--- src/rtl/asbs_pkg.sv ---
// Package for the acked serial bit sender: codes, widths, queue entry types.
// Used by every module of the block; depends on nothing.
package asbs_pkg;

    // Character and field widths
    localparam int BITS_PER_CHAR = 8;
    localparam int DATA_W        = 8;
    localparam int BIT_CNT_W     = (BITS_PER_CHAR > 1) ? $clog2(BITS_PER_CHAR) : 1;
    localparam logic [BIT_CNT_W-1:0] LAST_BIT = BIT_CNT_W'(BITS_PER_CHAR - 1);
    localparam int TICK_W        = 16;
    localparam int RETRY_W       = 8;
    localparam int CFG_IDX_W     = 1;
    localparam int CFG_DATA_W    = 16;

    // Register reset values
    localparam logic [TICK_W-1:0]  TIMEOUT_RST = TICK_W'(200);
    localparam logic [RETRY_W-1:0] RETRY_RST   = RETRY_W'(5);

    // Configuration register indexes
    localparam logic [CFG_IDX_W-1:0] CFG_TIMEOUT = 1'b0;
    localparam logic [CFG_IDX_W-1:0] CFG_RETRY   = 1'b1;

    // Input op and acknowledge codes
    localparam logic [1:0] OP_SEND = 2'd0;
    localparam logic [1:0] OP_TICK = 2'd1;
    localparam logic [1:0] OP_ACK  = 2'd2;
    localparam logic [1:0] ACK_BIT = 2'd1;
    localparam logic [1:0] ACK_END = 2'd2;

    // Queue depth between front and back
    localparam int QUEUE_DEPTH = 2;
    localparam int QPTR_W      = (QUEUE_DEPTH > 1) ? $clog2(QUEUE_DEPTH) : 1;
    localparam int QCNT_W      = $clog2(QUEUE_DEPTH + 1);

    // Classified command
    typedef enum logic [1:0] {
        CMD_SEND    = 2'd0,
        CMD_TICK    = 2'd1,
        CMD_ACK_BIT = 2'd2,
        CMD_ACK_END = 2'd3
    } t_cmd;

    // Result kinds
    typedef enum logic [2:0] {
        K_PULSE  = 3'd0,
        K_BYTE   = 3'd1,
        K_MSG    = 3'd2,
        K_BITERR = 3'd3,
        K_FINERR = 3'd4
    } t_kind;

    // Back-end sender state
    typedef enum logic [1:0] {
        ST_IDLE  = 2'd0,
        ST_BUSY  = 2'd1,
        ST_FINAL = 2'd2
    } t_state;

    typedef struct packed {
        t_cmd              cmd;
        logic [DATA_W-1:0] data;
    } t_qentry;

    // Write and read sides of the command queue
    typedef struct packed {
        logic    valid;
        t_qentry entry;
    } t_qport;

endpackage

--- src/rtl/asbs_front.sv ---
// Front end: accepts stream transactions and classifies them into commands.
// Ops and acknowledge kinds that mean nothing are dropped here. Uses asbs_pkg.
module asbs_front
    import asbs_pkg::*;
(
    input  logic        i_s_axis_tvalid,
    output logic        o_s_axis_tready,
    input  logic [7:0]  i_s_axis_tdata,   // [7:0] data_byte
    input  logic [3:0]  i_s_axis_tuser,   // [1:0] op, [3:2] ack_kind
    input  logic        i_q_full,
    output t_qport      o_q_wr
);

    logic [1:0] op;
    logic [1:0] ack_kind;
    logic       accept;

    assign op       = i_s_axis_tuser[1:0];
    assign ack_kind = i_s_axis_tuser[3:2];

    assign o_s_axis_tready = !i_q_full;
    assign accept          = i_s_axis_tvalid && !i_q_full;

    // Decode op into a command; unknown codes push nothing
    always_comb begin
        o_q_wr.valid      = 1'b0;
        o_q_wr.entry.cmd  = CMD_SEND;
        o_q_wr.entry.data = i_s_axis_tdata;
        case (op)
            OP_SEND: begin
                o_q_wr.valid     = accept;
                o_q_wr.entry.cmd = CMD_SEND;
            end
            OP_TICK: begin
                o_q_wr.valid     = accept;
                o_q_wr.entry.cmd = CMD_TICK;
            end
            OP_ACK: begin
                case (ack_kind)
                    ACK_BIT: begin
                        o_q_wr.valid     = accept;
                        o_q_wr.entry.cmd = CMD_ACK_BIT;
                    end
                    ACK_END: begin
                        o_q_wr.valid     = accept;
                        o_q_wr.entry.cmd = CMD_ACK_END;
                    end
                    default: o_q_wr.valid = 1'b0;
                endcase
            end
            default: o_q_wr.valid = 1'b0;
        endcase
    end

endmodule

--- src/rtl/asbs_queue.sv ---
// Small command queue between front and back ends.
// Register-based circular buffer; uses asbs_pkg for entry type and depth.
module asbs_queue
    import asbs_pkg::*;
(
    input  logic   i_clk,
    input  logic   i_rst_n,
    input  t_qport i_wr,
    output logic   o_full,
    output t_qport o_rd,
    input  logic   i_pop
);

    t_qentry             r_mem [QUEUE_DEPTH];
    logic [QPTR_W-1:0]   r_wr_ptr, n_wr_ptr;
    logic [QPTR_W-1:0]   r_rd_ptr, n_rd_ptr;
    logic [QCNT_W-1:0]   r_count,  n_count;
    logic                push, pop;

    assign o_full   = (r_count == QCNT_W'(QUEUE_DEPTH));
    assign push     = i_wr.valid && !o_full;
    assign pop      = i_pop && (r_count != '0);
    assign o_rd.valid = (r_count != '0);
    assign o_rd.entry = r_mem[r_rd_ptr];

    // Pointer and count update with wrap at the depth
    always_comb begin
        n_wr_ptr = r_wr_ptr;
        n_rd_ptr = r_rd_ptr;
        n_count  = r_count;
        if (push) begin
            n_wr_ptr = (r_wr_ptr == QPTR_W'(QUEUE_DEPTH - 1)) ? '0 : r_wr_ptr + 1'b1;
        end
        if (pop) begin
            n_rd_ptr = (r_rd_ptr == QPTR_W'(QUEUE_DEPTH - 1)) ? '0 : r_rd_ptr + 1'b1;
        end
        if (push && !pop) begin
            n_count = r_count + 1'b1;
        end else if (pop && !push) begin
            n_count = r_count - 1'b1;
        end
    end

    always_ff @(posedge i_clk) begin
        if (!i_rst_n) begin
            r_wr_ptr <= '0;
            r_rd_ptr <= '0;
            r_count  <= '0;
        end else begin
            r_wr_ptr <= n_wr_ptr;
            r_rd_ptr <= n_rd_ptr;
            r_count  <= n_count;
        end
    end

    // Storage
    always_ff @(posedge i_clk) begin
        if (push) begin
            r_mem[r_wr_ptr] <= i_wr.entry;
        end
    end

endmodule

--- src/rtl/asbs_back.sv ---
// Back end: stop-and-wait bit sender state machine, config registers and
// the registered result stage. Uses asbs_pkg.
module asbs_back
    import asbs_pkg::*;
(
    input  logic                  i_clk,
    input  logic                  i_rst_n,
    input  logic                  i_cfg_valid,
    output logic                  o_cfg_ready,
    input  logic [CFG_IDX_W-1:0]  i_cfg_index,
    input  logic [CFG_DATA_W-1:0] i_cfg_data,
    input  t_qport                i_q_rd,
    output logic                  o_q_pop,
    output logic                  o_m_axis_tvalid,
    input  logic                  i_m_axis_tready,
    output logic [7:0]            o_m_axis_tdata,   // [0] line_value, [7:1] zero
    output logic [2:0]            o_m_axis_tuser    // [2:0] kind
);

    t_state                r_state, n_state;
    logic [DATA_W-1:0]     r_shift, n_shift;
    logic [BIT_CNT_W-1:0]  r_bit_count, n_bit_count;
    logic [TICK_W-1:0]     r_tick_count, n_tick_count;
    logic [RETRY_W-1:0]    r_retry_count, n_retry_count;
    logic                  r_null_byte, n_null_byte;
    logic [TICK_W-1:0]     r_timeout_ticks;
    logic [RETRY_W-1:0]    r_retry_limit;
    logic                  r_out_valid;
    t_kind                 r_out_kind;
    logic                  r_out_line;

    logic                  out_free;
    logic                  fire;
    t_cmd                  cmd;
    logic [DATA_W-1:0]     shifted;
    logic                  tick_expired;
    logic                  retry_exhausted;
    logic                  res_valid;
    t_kind                 res_kind;
    logic                  res_line;

    assign out_free = !r_out_valid || i_m_axis_tready;
    assign fire     = i_q_rd.valid && out_free;
    assign o_q_pop  = fire;
    assign cmd      = i_q_rd.entry.cmd;
    assign shifted  = r_shift >> 1;

    assign tick_expired    = ({1'b0, r_tick_count} + 17'd1) > {1'b0, r_timeout_ticks};
    assign retry_exhausted = ({1'b0, r_retry_count} + 9'd1) >= {1'b0, r_retry_limit};

    // Next state
    always_comb begin
        n_state = r_state;
        if (fire) begin
            case (r_state)
                ST_IDLE: begin
                    if (cmd == CMD_SEND) n_state = ST_BUSY;
                end
                ST_BUSY: begin
                    if (cmd == CMD_TICK) begin
                        if (tick_expired && retry_exhausted) n_state = ST_IDLE;
                    end else if (cmd == CMD_ACK_BIT || cmd == CMD_ACK_END) begin
                        if (r_bit_count == LAST_BIT) begin
                            n_state = (r_null_byte && cmd == CMD_ACK_BIT) ? ST_FINAL
                                                                          : ST_IDLE;
                        end
                    end
                end
                ST_FINAL: begin
                    if ((cmd == CMD_TICK && tick_expired) || cmd == CMD_ACK_END) begin
                        n_state = ST_IDLE;
                    end
                end
                default: n_state = ST_IDLE;
            endcase
        end
    end

    // Datapath updates and result
    always_comb begin
        n_shift       = r_shift;
        n_bit_count   = r_bit_count;
        n_tick_count  = r_tick_count;
        n_retry_count = r_retry_count;
        n_null_byte   = r_null_byte;
        res_valid     = 1'b0;
        res_kind      = K_PULSE;
        res_line      = 1'b0;
        if (fire) begin
            case (r_state)
                ST_IDLE: begin
                    if (cmd == CMD_SEND) begin
                        n_shift       = i_q_rd.entry.data;
                        n_bit_count   = '0;
                        n_tick_count  = '0;
                        n_retry_count = '0;
                        n_null_byte   = (i_q_rd.entry.data == '0);
                        res_valid     = 1'b1;
                        res_line      = i_q_rd.entry.data[0];
                    end
                end
                ST_BUSY: begin
                    if (cmd == CMD_TICK) begin
                        if (!tick_expired) begin
                            n_tick_count = r_tick_count + 1'b1;
                        end else begin
                            n_tick_count = '0;
                            res_valid    = 1'b1;
                            if (retry_exhausted) begin
                                n_retry_count = '0;
                                res_kind      = K_BITERR;
                            end else begin
                                n_retry_count = r_retry_count + 1'b1;
                                res_line      = r_shift[0];
                            end
                        end
                    end else if (cmd == CMD_ACK_BIT || cmd == CMD_ACK_END) begin
                        n_tick_count  = '0;
                        n_retry_count = '0;
                        n_shift       = shifted;
                        res_valid     = 1'b1;
                        if (r_bit_count != LAST_BIT) begin
                            n_bit_count = r_bit_count + 1'b1;
                            res_line    = shifted[0];
                        end else begin
                            n_bit_count = '0;
                            res_kind    = (r_null_byte && cmd == CMD_ACK_END) ? K_MSG
                                                                               : K_BYTE;
                        end
                    end
                end
                ST_FINAL: begin
                    if (cmd == CMD_TICK) begin
                        if (!tick_expired) begin
                            n_tick_count = r_tick_count + 1'b1;
                        end else begin
                            n_tick_count = '0;
                            res_valid    = 1'b1;
                            res_kind     = K_FINERR;
                        end
                    end else if (cmd == CMD_ACK_END) begin
                        n_tick_count = '0;
                        res_valid    = 1'b1;
                        res_kind     = K_MSG;
                    end
                end
                default: res_valid = 1'b0;
            endcase
        end
    end

    // Control state
    always_ff @(posedge i_clk) begin
        if (!i_rst_n) begin
            r_state       <= ST_IDLE;
            r_shift       <= '0;
            r_bit_count   <= '0;
            r_tick_count  <= '0;
            r_retry_count <= '0;
            r_null_byte   <= 1'b0;
            r_out_valid   <= 1'b0;
        end else begin
            r_state       <= n_state;
            r_shift       <= n_shift;
            r_bit_count   <= n_bit_count;
            r_tick_count  <= n_tick_count;
            r_retry_count <= n_retry_count;
            r_null_byte   <= n_null_byte;
            if (out_free) begin
                r_out_valid <= fire && res_valid;
            end
        end
    end

    // Result payload
    always_ff @(posedge i_clk) begin
        if (out_free) begin
            r_out_kind <= res_kind;
            r_out_line <= res_line;
        end
    end

    // Configuration registers
    assign o_cfg_ready = 1'b1;
    always_ff @(posedge i_clk) begin
        if (!i_rst_n) begin
            r_timeout_ticks <= TIMEOUT_RST;
            r_retry_limit   <= RETRY_RST;
        end else if (i_cfg_valid) begin
            case (i_cfg_index)
                CFG_TIMEOUT: r_timeout_ticks <= i_cfg_data;
                CFG_RETRY:   r_retry_limit   <= i_cfg_data[RETRY_W-1:0];
                default:     r_retry_limit   <= r_retry_limit;
            endcase
        end
    end

    assign o_m_axis_tvalid = r_out_valid;
    assign o_m_axis_tdata  = {7'd0, r_out_line};
    assign o_m_axis_tuser  = r_out_kind;

    // Only a bit pulse drives the line high
    a_line_only_on_pulse: assert property (@(posedge i_clk) disable iff (!i_rst_n)
        (r_out_valid && r_out_line) |-> (r_out_kind == K_PULSE))
        else $error("line_value set on a non-pulse result");

    // The end wait is entered only for the terminating byte
    a_final_null: assert property (@(posedge i_clk) disable iff (!i_rst_n)
        (r_state == ST_FINAL) |-> r_null_byte)
        else $error("final wait without a zero byte");

    // Within a byte the bit counter holds or steps by one
    a_bit_step: assert property (@(posedge i_clk) disable iff (!i_rst_n)
        (r_state == ST_BUSY && $past(r_state) == ST_BUSY) |->
        (r_bit_count == $past(r_bit_count) ||
         r_bit_count == $past(r_bit_count) + 1'b1))
        else $error("bit counter skipped");

endmodule

--- src/rtl/acked_serial_bit_sender_unit.sv ---
// Acked serial bit sender: an accepted transaction waits in the queue, then any result
// it gives is registered. Throughput one transaction per cycle unless the output stalls,
// set by the back-end state machine that retires one queued command per cycle;
// a 2-entry queue decouples the front end.
// Synchronous active-low reset clears state to idle, timeout to 200, retries to 5.
// Depends on asbs_pkg, asbs_front, asbs_queue, asbs_back.
module acked_serial_bit_sender_unit
    import asbs_pkg::*;
(
    input  logic                  i_clk,
    input  logic                  i_rst_n,
    input  logic                  i_s_axis_tvalid,
    output logic                  o_s_axis_tready,
    input  logic [7:0]            i_s_axis_tdata,   // [7:0] data_byte
    input  logic [3:0]            i_s_axis_tuser,   // [1:0] op, [3:2] ack_kind
    output logic                  o_m_axis_tvalid,
    input  logic                  i_m_axis_tready,
    output logic [7:0]            o_m_axis_tdata,   // [0] line_value, [7:1] zero
    output logic [2:0]            o_m_axis_tuser,   // [2:0] kind
    input  logic                  i_cfg_valid,
    output logic                  o_cfg_ready,
    input  logic [CFG_IDX_W-1:0]  i_cfg_index,
    input  logic [CFG_DATA_W-1:0] i_cfg_data
);

    t_qport q_wr;
    t_qport q_rd;
    logic   q_full;
    logic   q_pop;

    asbs_front u_front (
        .i_s_axis_tvalid (i_s_axis_tvalid),
        .o_s_axis_tready (o_s_axis_tready),
        .i_s_axis_tdata  (i_s_axis_tdata),
        .i_s_axis_tuser  (i_s_axis_tuser),
        .i_q_full        (q_full),
        .o_q_wr          (q_wr)
    );

    asbs_queue u_queue (
        .i_clk   (i_clk),
        .i_rst_n (i_rst_n),
        .i_wr    (q_wr),
        .o_full  (q_full),
        .o_rd    (q_rd),
        .i_pop   (q_pop)
    );

    asbs_back u_back (
        .i_clk           (i_clk),
        .i_rst_n         (i_rst_n),
        .i_cfg_valid     (i_cfg_valid),
        .o_cfg_ready     (o_cfg_ready),
        .i_cfg_index     (i_cfg_index),
        .i_cfg_data      (i_cfg_data),
        .i_q_rd          (q_rd),
        .o_q_pop         (q_pop),
        .o_m_axis_tvalid (o_m_axis_tvalid),
        .i_m_axis_tready (i_m_axis_tready),
        .o_m_axis_tdata  (o_m_axis_tdata),
        .o_m_axis_tuser  (o_m_axis_tuser)
    );

endmodule
--- config.mk ---
export PLATFORM = sky130hd
export DESIGN_NAME = acked_serial_bit_sender_unit
export DESIGN_NICKNAME = d
export VERILOG_FILES = /design/src/rtl/asbs_pkg.sv /design/src/rtl/asbs_front.sv /design/src/rtl/asbs_queue.sv /design/src/rtl/asbs_back.sv /design/src/rtl/acked_serial_bit_sender_unit.sv
export SDC_FILE = /design/constraint.sdc
export NUM_CORES = 1
export LEC_CHECK = 0
export BUFFER_PORTS_ARGS = -buffer_cell sky130_fd_sc_hd__buf_2
export CAP_MARGIN = 25
export CORE_MARGIN = 2
export CORE_UTILIZATION = 40
export CTS_BUF_LIST = sky130_fd_sc_hd__clkbuf_16
export DETAILED_ROUTE_END_ITERATION = 7
export SKIP_LAST_GASP = 1
export SYNTH_ARGS = -nofsm -noshare
export SYNTH_HDL_FRONTEND = slang
export SYNTH_SLANG_ARGS = --single-unit
--- constraint.sdc ---
create_clock -name i_clk -period 3.65 [get_ports i_clk]
set_clock_uncertainty 0.1 [all_clocks]
set_input_delay 0.365 -clock i_clk [delete_from_list [all_inputs] [get_ports i_clk]]
set_output_delay 0.365 -clock i_clk [all_outputs]
set_load 0.005 [all_outputs]
==> summary.md, run 1 <==
| Metric | Value |
|---|---|
| Avg Cell Area, Syn | `9.017 um2` |
| WL final | `11.61 mm` |
| Critical Path RT | `3.82 ns` |
| DRT iter0 DRCs | `360` |
| Routed len/inst | `about 15 um` |
| Post-DRT Antenna Nets | `0` |
| Crit Path Max Fanout | `6` |
| Minimum clock period after layout | `3.546 ns` |
| CTS tree | `yes` |
| Achievable Freq | `282.0 MHz` |
| Sequential area share after synthesis | `approximately two fifths` |
| DR pass1 iterations | `5` |
| Core Region | `12470 um2` |
| Synth top cells by count | `80 x nand2_1, 68 x dfxtp_1, 47 x a21oi_1` |
| Fin crit share | `97.16%` |
| Maximum clock path buffer count | `2` |
| Final Max Tran Viols | `0` |
| Max IR drop VDD | `294.6 uV` |
| Gr ovfl total | `0` |
| DR vias | `4165` |
| CP Launch Type | `flop` |
| Leakage | `2.435 nW` |
| # port buffers | `39` |
| Num CTS Buffers | `9` |
| Vias in the first global route | `3939` |
| Largest net degree at the start of global routing | `28` |
| Post-synth EDFFs | `24` |
| Io pins | `48` |
| Setup_tns | `0 ns` |
| CP Class | `reg2reg` |
| Post-synth top flop | `dfxtp_1` |
| Yosys top cell area share | `a little over a quarter` |
| CP max stage cell | `a2111oi_4` |
| N_diodes | `0` |
| Die Area | `13560 um2` |
| Synth Cell Area | `5059 um2` |
| Final RePlAce weighted congestion | `0.8529` |
| Fin cells | `789` |
| Cells after Synth | `approximately 560` |
| Clock Latency Late Sink | `0.35 ns` |
| Filler Cell Count | `roughly 1.2k` |
| Arrival time worst endpoint | `roughly 3.7 ns` |
| Global Route Usage Sum | `17.75%` |
| Final-report hold violation count | `0` |
| Pwr dens | `between 400 and 500 nW/um2` |
| CTS clock-pin slew for the worst setup and hold paths | `0.07 ns` |
| Rel. slew slack | `between 40% and 50%` |
| Hold-fix buffers at CTS | `0` |
| Status | `completed` |
| P&R area growth vs syn | `17.86%` |
| Final setup vio count | `0` |
| Die height | `between 100 and 150 um` |
| Most frequent cell on the critical path | `and3_4` |
| H-Tree Depth | `3` |
| Tightest Pin Transition | `0.8885 ns` |
| Total power draw | `about 2.8 mW` |
| Crit path cell chain | `and3_4 > and3_4 > and3_4 > nand4_1 > xnor2_2 > ha_1 > nand4_1 > nor3_1 > a221oi_2 > nand2_2 > a2111oi_4 > clkbuf_16 > or2b_1 > a31oi_1` |
| Initial antenna violation count | `0` |
| TritonCTS Sinks | `between 90 and 100` |
| Most frequent cell after synthesis | `nand2_1` |
| Hold Crit Class | `in2reg` |
| Nature of the critical path endpoint | `flop` |
| Dpl cells | `765` |
| First-pass GRT wire length | `18.45 mm` |
| Largest area contributor in the netlist | `dfxtp_1` |
| Clk root buf | `clkbuf_16` |
| Share of layout cells above drive strength 1 | `18.31%` |
| Yosys warns | `0` |
| Hold WS | `0.09421 ns` |
| Half-perimeter wire length after placement | `~8.4 mm` |
| DR vias/cell | `5.279` |
| Initial Util | `40.58%` |
| Max Cap Violations | `0` |
| Asr flop ratio synth | `0%` |
| Residual DRC | `0` |
| Die W | `between 100 and 150 um` |
| Yosys reg bits | `92` |
| Buffers plus inverters on the worst setup path | `1` |
| Final net count | `684` |
| Yosys cell types | `61` |
| Top area cells in the synthesized netlist | `dfxtp_1 27%, edfxtp_1 14%, ha_1 9.4%, nand2_1 5.9%, a21oi_1 4.7%` |
| FP Rows | `41` |
| Crit path max-delay family | `simple AND/OR/NAND/NOR gates` |
| CP peak stage delay | `0.46 ns` |
[path summary, 6_finish.rpt]
kind / from / slack, ns / cells after the start / end
max: u_back.r_tick_count[4] / 0.10 / 14 / u_back.r_tick_count[5]
min: i_s_axis_tdata[6] / 0.09 / 1 / u_queue.r_mem[0][6]
max reg2reg: u_back.r_tick_count[4] / 0.10 / 14 / u_back.r_tick_count[5]
min reg2reg: u_back.r_timeout_ticks[12] / 0.36 / 2 / u_back.r_timeout_ticks[12]
[registers in the layout (all words and copies together), names as in the netlist, 3 cells and up, named ones only]
register	flops
u_queue.r_mem	20
u_back.r_tick_count	16
u_back.r_timeout_ticks	16
u_back.r_retry_count	8
u_back.r_retry_limit	8
u_back.r_shift	8
u_back.o_m_axis_tuser	3
u_back.r_bit_count	3
[timing repair]
action	4_1_cts	5_1_grt
setup endpoints to repair	8	20
buffers inserted	0	6
pin swaps	0	9
cloned	0	2
gates resized for setup	4	20
[area by class of cell]
class / instances / area, um2 / share of cell area, %
clock buffers: 10 / 250.2 / 4.197
clock inverters: 6 / 67.56 / 1.133
inverters: 35 / 131.4 / 2.204
multi-input cells: 408 / 2774 / 46.53
flip-flops and latches: 92 / 2087 / 35.01
well taps: 172 / 215.2 / 3.610
repair buffers: 66 / 436.7 / 7.324
[where the power goes]
| group | switching [mW] | internal, mW | total, mW |
|---|---|---|---|
| Combinational | 0.363 | 0.244 | 0.607 |
| Clock | 0.413 | 0.577 | 0.991 |
| Sequential | 0.0612 | 1.12 | 1.19 |
[placed cells by master (no fill, tap or decap), types with 9 or more instances in the layout]
cell type / netlist / routed
nor2b_1: 10 / 10
a21oi_1: 47 / 46
buf_2: 2 / 39
o21ai_0: 21 / 21
clkbuf_16: 0 / 12
nand3_1: 17 / 14
a31oi_1: 10 / 10
xor2_1: 14 / 14
buf_4: 10 / 24
ha_1: 38 / 37
mux2i_1: 18 / 18
xnor2_1: 10 / 9
nand2_1: 80 / 79
nand4_1: 9 / 9
edfxtp_1: 24 / 24
inv_1: 34 / 35
dfxtp_1: 68 / 64
nor2_1: 26 / 25
[metal layers]
layer | track usage [%] | vias up | routed length (um)
met3 | 4.255 | 16 | 521
met4 | 8.254 | 0 | 209
met2 | 29.88 | 101 | 5710
met1 | 21.46 | 1983 | 5170
met5 | 0 | - | 0
li1 | - | 2065 | -
[logic make-up (layout without fill, tap and decap cells)]
kind of cell,count (synthesis),in the layout,share of synthesized area [%]
compound gates,122,122,15.73
xor+xnor,24,24,4.155
fa+ha+maj,38,38,9.399
buf+inv,67,117,6.060
flops,92,92,41.16
mux,22,22,4.452
other cells,2,8,0.1485
simple gates,194,194,18.90
[per-stage QoR]
step	util, %	area, um2	setup slack, ns
floorplan	-	5081	0.09210
global placement	43.89	5472	0.1407
detailed placement	43.95	5479	-0.05502
CTS	46.57	5806	0.01502
global route	47.83	5962	-0.07292
finish	47.83	5962	0.1038
(Power assumes the default switching activity.)
==> run 2: changes to the inputs <==
--- a/config.mk
+++ b/config.mk
@@ -14,4 +14,5 @@
 export SKIP_LAST_GASP = 1
 export SYNTH_ARGS = -nofsm -noshare
 export SYNTH_HDL_FRONTEND = slang
+export SYNTH_HIERARCHICAL = 1
 export SYNTH_SLANG_ARGS = --single-unit
==> run 2 against run 1 <==
  * Total power increased by 3.3%
  * Die area increased by 4.6%
  * Global-route usage decreased by 0.77 points
==> summary.md, run 2 <==
| Metric | Value |
|---|---|
| Hold Crit Class | `in2reg` |
| Avg Cell Area, Syn | `8.836 um2 (-2.0%)` |
| CP Class | `reg2reg` |
| Critical Path RT | `3.79 ns (-0.03 ns)` |
| TritonCTS Sinks | `92 (unchanged)` |
| Status | `completed` |
| Final RePlAce weighted congestion | `0.8435 (-1.1%)` |
| Leakage | `2.578 nW (+5.9%)` |
| Share of layout cells above drive strength 1 | `22.31% (+4.0 points)` |
| Post-synth top flop | `dfxtp_1` |
| Post-synth EDFFs | `24 (unchanged)` |
| RSZ-0062 raised after global routing | `yes` |
| DRT iter0 DRCs | `265 (-26%)` |
| P&R area growth vs syn | `17.91% (about the same)` |
| Final WS setup | `0.1288 ns (+0.02506 ns)` |
| Initial Util | `40.51% (-0.066 points)` |
| CTS clock-pin slew for the worst setup and hold paths | `0.07 ns (about the same)` |
| Core Region | `13090 um2 (+5.0%)` |
| Busiest grt layer | `met2` |
| Largest area contributor in the netlist | `dfxtp_1` |
| Largest regs | `u_queue/r_mem: 20 flops, u_back/r_tick_count: 16 flops, u_back/r_timeout_ticks: 16 flops` |
| Residual DRC | `0 (unchanged)` |
| Initial antenna violation count | `0 (unchanged)` |
| Fin crit share | `96.47% (-0.69 points)` |
| Switching power total | `923.2 uW (+10%)` |
| Grt met2 use | `26.87% (-3.0 points)` |
| Sw Ratio | `32.12% (+2.0 points)` |
| Rel. slew slack | `35.98% (-4.7 points)` |
| CP Launch Type | `flop` |
| Yosys cell types | `60 (-1.6%)` |
| Clock Latency Late Sink | `0.35 ns (about the same)` |
| DR pass1 iterations | `4 (-1)` |
| Final Max Tran Viols | `0 (unchanged)` |
| Die Area | `14190 um2 (+4.6%)` |
| Yosys top cell area share | `25.68% (-1.2 points)` |
| Cells after Synth | `600 (+7.0%)` |
| Most frequent cell after synthesis | `nand2_1` |
| Maximum clock path buffer count | `2 (unchanged)` |
| Max IR drop VDD | `363.4 uV (+23%)` |
| Total power draw | `2.874 mW (+3.3%)` |
| Tightest Pin Transition | `0.9603 ns (+0.07186 ns)` |
| Gate power share | `24.1% (+2.3 points)` |
| GR Util met1 | `22.44% (+0.98 points)` |
| Nature of the critical path endpoint | `flop` |
| Max Cap Violations | `0 (unchanged)` |
| H-Tree Depth | `3 (unchanged)` |
| Seq pwr share | `41.5% (-1.1 points)` |
| Clk pwr share | `34.4% (-1.2 points)` |
| DR vias | `4356 (+4.6%)` |
| DR vias/cell | `5.274 (about the same)` |
| Minimum clock period after layout | `3.521 ns (-0.02506 ns)` |
| Final Util | `47.77% (-0.055 points)` |
| Most frequent cells in the layout | `71 x nand2_1, 65 x dfxtp_1, 39 x buf_2` |
| Setup_tns | `0 ns (unchanged)` |
| CTS tree | `yes` |
| Yosys reg bits | `92 (unchanged)` |
| Commonest non-fill, non-tap cell in the layout | `nand2_1` |
| Arrival time worst endpoint | `3.67 ns (-0.05 ns)` |
| Clk root buf | `clkbuf_16` |
| Synth Cell Area | `5301 um2 (+4.8%)` |
| Max reg flops | `20 (unchanged)` |
| Gr ovfl total | `0 (unchanged)` |
| Final setup vio count | `0 (unchanged)` |
| Post-DRT Antenna Nets | `0 (unchanged)` |
| Die height | `119.1 um (+2.3%)` |
| First-pass GRT wire length | `19.38 mm (+5.1%)` |
| Synth top cells by count | `72 x nand2_1, 68 x dfxtp_1, 38 x a21oi_1, 38 x ha_1, 38 x inv_1` |
| Io pins | `48 (unchanged)` |
| Final net count | `717 (+4.8%)` |
| WL final | `11.88 mm (+2.3%)` |
| Yosys warns | `6 (+6)` |
| Pwr dens | `459.8 nW/um2 (-1.5%)` |
| Int Pwr | `1.951 mW (+0.29%)` |
| FP Rows | `42 (+2.4%)` |
| Global Route Usage Sum | `16.98% (-0.77 points)` |
| Sequential area share after synthesis | `39.27% (-1.9 points)` |
| Vias in the first global route | `4148 (+5.3%)` |
| Achievable Freq | `284.0 MHz (+0.71%)` |
| Hold WS | `0.09622 ns (+0.002007 ns)` |
| Final-report hold violation count | `0 (unchanged)` |
| Crit Path Max Fanout | `8 (+2)` |
| Half-perimeter wire length after placement | `8.738 mm (+4.4%)` |
| N_diodes | `0 (unchanged)` |
| Top area cells in the synthesized netlist | `dfxtp_1 26%, edfxtp_1 14%, ha_1 9.0%, nand2_1 5.1%, a21oi_1 3.6%` |
| Asr flop ratio synth | `0% (unchanged)` |
| Largest Register | `u_queue/r_mem` |
| Num CTS Buffers | `9 (unchanged)` |
| Routed len/inst | `14.39 um (-2.3%)` |
| Die W | `119.1 um (+2.3%)` |
| # port buffers | `39 (unchanged)` |
| Pre-CTS WS | `-0.02801 ns (+0.02701 ns)` |
| Largest net degree at the start of global routing | `44 (+57%)` |
| Met3 track demand over resource | `4.167% (-0.089 points)` |
run 2: stage by stage:
stage,instance area [um2],cells
after floorplan,5324,606
after global placement,5695,804
after detailed placement,5703,805
after CTS,6027,821
after global routing,6251,826
final,6251,826
run 2: cell families (layout without fill, tap and decap cells):
kind of cell	after synthesis	after routing	synth area share, %
buffers and inverters	82	126	7.199
and+or+nand+nor	220	220	21.19
xor gates and xnor gates	23	23	3.800
adders and majority gates	38	38	8.969
muxes	22	22	4.390
other	2	8	0.1417
DFF	92	92	39.27
AOI/OAI and AO/OA	121	121	15.03
run 2: power groups by stage:
stage | registers (mW) | clock network (mW) | logic, mW
after detailed placement | 1.22 | 0 | 0.679
after global routing | 1.20 | 1.06 | 0.775
final | 1.19 | 0.988 | 0.693
after floorplan | 1.19 | 0 | 0.539
after global placement | 1.21 | 0 | 0.660
after CTS | 1.19 | 1.02 | 0.683
run 2: area by class of cell:
cell class | instances | area [um2]
timing repair buffer | 70 | 435.4
inverter | 40 | 150.1
tap | 176 | 220.2
fill | 1235 | 6834
multi-input combinational | 432 | 3042
clock buffer | 9 | 225.2
sequential | 92 | 2086
clock inverter | 7 | 92.59
run 2: routing by layer:
layer / wire, um / vias up
met5: 0 / -
met4: 182 / 0
met3: 429 / 13
met2: 5668 / 76
met1: 5602 / 2075
li1: - / 2192
run 2: what timing repair did:
item	4_1_cts	5_1_grt
pin swaps	0	12
setup buffers	0	5
hold endpoints to repair	0	0
resized for setup	1	42
hold buffers	0	0
setup endpoints to repair	5	31
run 2: final timing paths:
kind | from | to | slack (ns) | depth (start not counted)
setup / recovery | u_back/r_tick_count[2] | u_back/r_tick_count[9] | 0.13 | 16
hold / removal | i_s_axis_tdata[3] | u_queue/r_mem[1][3] | 0.1 | 1
setup reg to reg | u_back/r_tick_count[2] | u_back/r_tick_count[9] | 0.13 | 16
hold reg to reg | u_back/r_timeout_ticks[8] | u_back/r_timeout_ticks[8] | 0.36 | 2
run 2: critical path, stage by stage (launching register included):
cell	delay, ns
dfxtp_2	0.34
and3_1	0.18
and3_4	0.20
and3_4	0.21
and3_1	0.18
nand3_1	0.12
xnor2_2	0.18
ha_1	0.33
nand4_1	0.14
buf_4	0.17
nor4_4	0.22
o31ai_4	0.16
a31o_4	0.27
nand4_1	0.19
buf_6	0.17
o21ai_0	0.07
a21o_1	0.18
==> run 3: changes to the inputs <==
--- a/config.mk
+++ b/config.mk
@@ -11,6 +11,7 @@
 export CORE_UTILIZATION = 40
 export CTS_BUF_LIST = sky130_fd_sc_hd__clkbuf_16
 export DETAILED_ROUTE_END_ITERATION = 7
+export PLACE_DENSITY = 0.66
 export SKIP_LAST_GASP = 1
 export SYNTH_ARGS = -nofsm -noshare
 export SYNTH_HDL_FRONTEND = slang
==> run 3 against run 2 <==
  * Highest routed layer unchanged
  * First-iteration DRC count increased by 2.6%
  * Combinational power increased by 3.0%
  * Register-to-register slack got worse by 0.06 ns
  * Final area increased by 0.62%
  * Setup slack got worse by 0.056 ns
  * Clock power decreased by 5.8%
  * Critical path depth unchanged
  * Wire length increased by 4.0%
  * Worst hold slack improved by 0.0040 ns
  * Global-route usage increased by 0.13 points
  * Maximum frequency decreased by 1.6%
  * Die area unchanged
==> summary.md, run 3 (synthesis results as in run 2) <==
| Metric | Value |
|---|---|
| DR pass1 iterations | `5 (+1)` |
| First-pass GRT wire length | `19.53 mm (+0.78%)` |
| N_diodes | `0 (unchanged)` |
| Fin crit share | `98.01% (+1.5 points)` |
| Num CTS Buffers | `9 (unchanged)` |
| Final RePlAce weighted congestion | `0.8557 (+1.4%)` |
| Max IR drop VDD | `363.1 uV (about the same)` |
| Residual DRC | `0 (unchanged)` |
| Largest regs | `u_queue/r_mem: 20 flops, u_back/r_tick_count: 16 flops, u_back/r_timeout_ticks: 16 flops` |
| Leakage | `2.542 nW (-1.4%)` |
| Total power draw | `2.836 mW (-1.3%)` |
| Crit path max-delay family | `simple AND/OR/NAND/NOR gates` |
| Hold Crit Class | `in2reg` |
| DR vias | `4411 (+1.3%)` |
| Final net count | `718 (+0.14%)` |
| Arrival time worst endpoint | `3.78 ns (+0.11 ns)` |
| Die W | `119.1 um (unchanged)` |
| Instance area at placement | `5669 um2 (-0.59%)` |
| Filler Cell Count | `1232 (-0.24%)` |
| Final setup vio count | `0 (unchanged)` |
| P&R area growth vs syn | `18.65%` |
| # port buffers | `39 (unchanged)` |
| CTS tree | `yes` |
| Io pins | `48 (unchanged)` |
| Initial antenna violation count | `0 (unchanged)` |
| Status | `completed` |
| Most frequent cell on the critical path | `and3_4` |
| Final Max Tran Viols | `0 (unchanged)` |
| Die height | `119.1 um (unchanged)` |
| Most frequent cells in the layout | `72 x nand2_1, 65 x dfxtp_1, 39 x buf_2` |
| CP max stage cell | `dfxtp_4` |
| Largest net degree at the start of global routing | `44 (unchanged)` |
| Critical hold path startpoint | `i_s_axis_tdata[0]` |
| Max reg flops | `20 (unchanged)` |
| CP Launch Type | `flop` |
| Tightest Pin Transition | `0.8169 ns (-0.1434 ns)` |
| DR vias/cell | `5.334 (+1.1%)` |
| Nature of the critical path endpoint | `flop` |
| H-Tree Depth | `3 (unchanged)` |
| Global Route Usage Sum | `17.11% (+0.13 points)` |
| Minimum clock period after layout | `3.577 ns (+0.05609 ns)` |
| Core Region | `13090 um2 (unchanged)` |
| Reg-to-Reg Start | `u_back/r_tick_count[0]` |
| Clk root buf | `clkbuf_16` |
| Largest Register | `u_queue/r_mem` |
| TritonCTS Sinks | `92 (unchanged)` |
| Dpl cells | `800 (-0.62%)` |
| WL final | `12.35 mm (+4.0%)` |
| Maximum clock path buffer count | `2 (unchanged)` |
| Rel. slew slack | `45.24% (+9.3 points)` |
| Post-DRT Antenna Nets | `0 (unchanged)` |
| Pre-CTS WS | `-0.07883 ns (-0.05082 ns)` |
| Hold-fix buffers at CTS | `0 (unchanged)` |
| Die Area | `14190 um2 (unchanged)` |
| Final-report hold violation count | `0 (unchanged)` |
| Max Cap Violations | `0 (unchanged)` |
| Critical Path RT | `3.85 ns (+0.06 ns)` |
| CP Class | `reg2reg` |
| Vias in the first global route | `4184 (+0.87%)` |
| FP Rows | `42 (unchanged)` |
| Commonest non-fill, non-tap cell in the layout | `nand2_1` |
| Clock Latency Late Sink | `0.35 ns (about the same)` |
| Crit Path Max Fanout | `6 (-2)` |
| Half-perimeter wire length after placement | `8.604 mm (-1.5%)` |
| Share of layout cells above drive strength 1 | `22.12% (-0.19 points)` |
| Initial Util | `40.51% (unchanged)` |
| CP peak stage delay | `0.37 ns (+0.03 ns)` |
| Crit path from | `u_back/r_tick_count[0]` |
| DRT iter0 DRCs | `272 (+2.6%)` |
| Crit path cell chain | `and3_4 > and3_1 > and3_4 > and3_4 > nand3_2 > xnor2_1 > ha_1 > nand3_4 > nor2_1 > a221oi_2 > buf_4 > a31o_4 > nand4_1 > buf_6 > nor3b_1 > a21o_1` |
| Achievable Freq | `279.5 MHz (-1.6%)` |
| Routed len/inst | `14.94 um (+3.8%)` |
| Final Util | `48.07% (+0.30 points)` |
| Final WS setup | `0.07275 ns (-0.05609 ns)` |
| Pwr dens | `450.9 nW/um2 (-2.0%)` |
| CTS clock-pin slew for the worst setup and hold paths | `0.07 ns (about the same)` |
| Gr ovfl total | `0 (unchanged)` |
| Buffers plus inverters on the worst setup path | `2 (unchanged)` |
| Final Cell Area | `6290 um2 (+0.62%)` |
| Fin cells | `827 (+0.12%)` |
run 3: stage by stage:
| stage | hold slack, ns | TNS (ns) |
|---|---|---|
| finish | 0.1003 | 0 |
| global route | 0.08521 | -1.348 |
| CTS | 0.08463 | 0 |
| detailed placement | 0.3515 | -0.4105 |
| global placement | 0.3447 | 0 |
| floorplan | 0.3363 | 0 |
run 3: routing by layer:
layer	global-route usage [%]	wire length, um	up-vias	share of wire, %
met3	3.496	558	13	4.5
met5	0	0	-	0
li1	-	-	2195	-
met4	5.357	165	0	1.3
met1	21.85	5581	2097	45
met2	29.02	6050	106	49
run 3: power breakdown:
group	switching, mW	total (mW)	leakage [nW]	internal, mW
sequential	0.0581	1.19	0.786	1.13
clock	0.443	0.931	0.149	0.488
combinational	0.438	0.714	1.61	0.276
run 3: worst paths after layout:
check | endpoint | slack, ns | cells past startpoint
worst min register to register | u_back/r_retry_limit[5] | 0.36 | 2
worst max register to register | u_back/r_tick_count[7] | 0.07 | 16
worst min-delay path | u_queue/r_mem[0][0] | 0.10 | 1
worst max-delay path | u_back/r_tick_count[7] | 0.07 | 16
run 3: repair_timing:
item / CTS / global route
gates resized for setup: 6 / 39
endpoints found under the hold margin: 0 / 0
pin swaps: 2 / 14
buffers inserted: 0 / 10
gates cloned: 0 / 1
setup endpoints to repair: 13 / 31
run 3: layout make-up:
class	count	area (um2)	area share [%]
inverter	40	150.1	2.387
sequential	92	2091	33.24
clock buffer	9	225.2	3.581
tap	176	220.2	3.501
multi-input combinational	432	3080	48.98
timing repair buffer	71	446.7	7.102
clock inverter	7	76.32	1.213
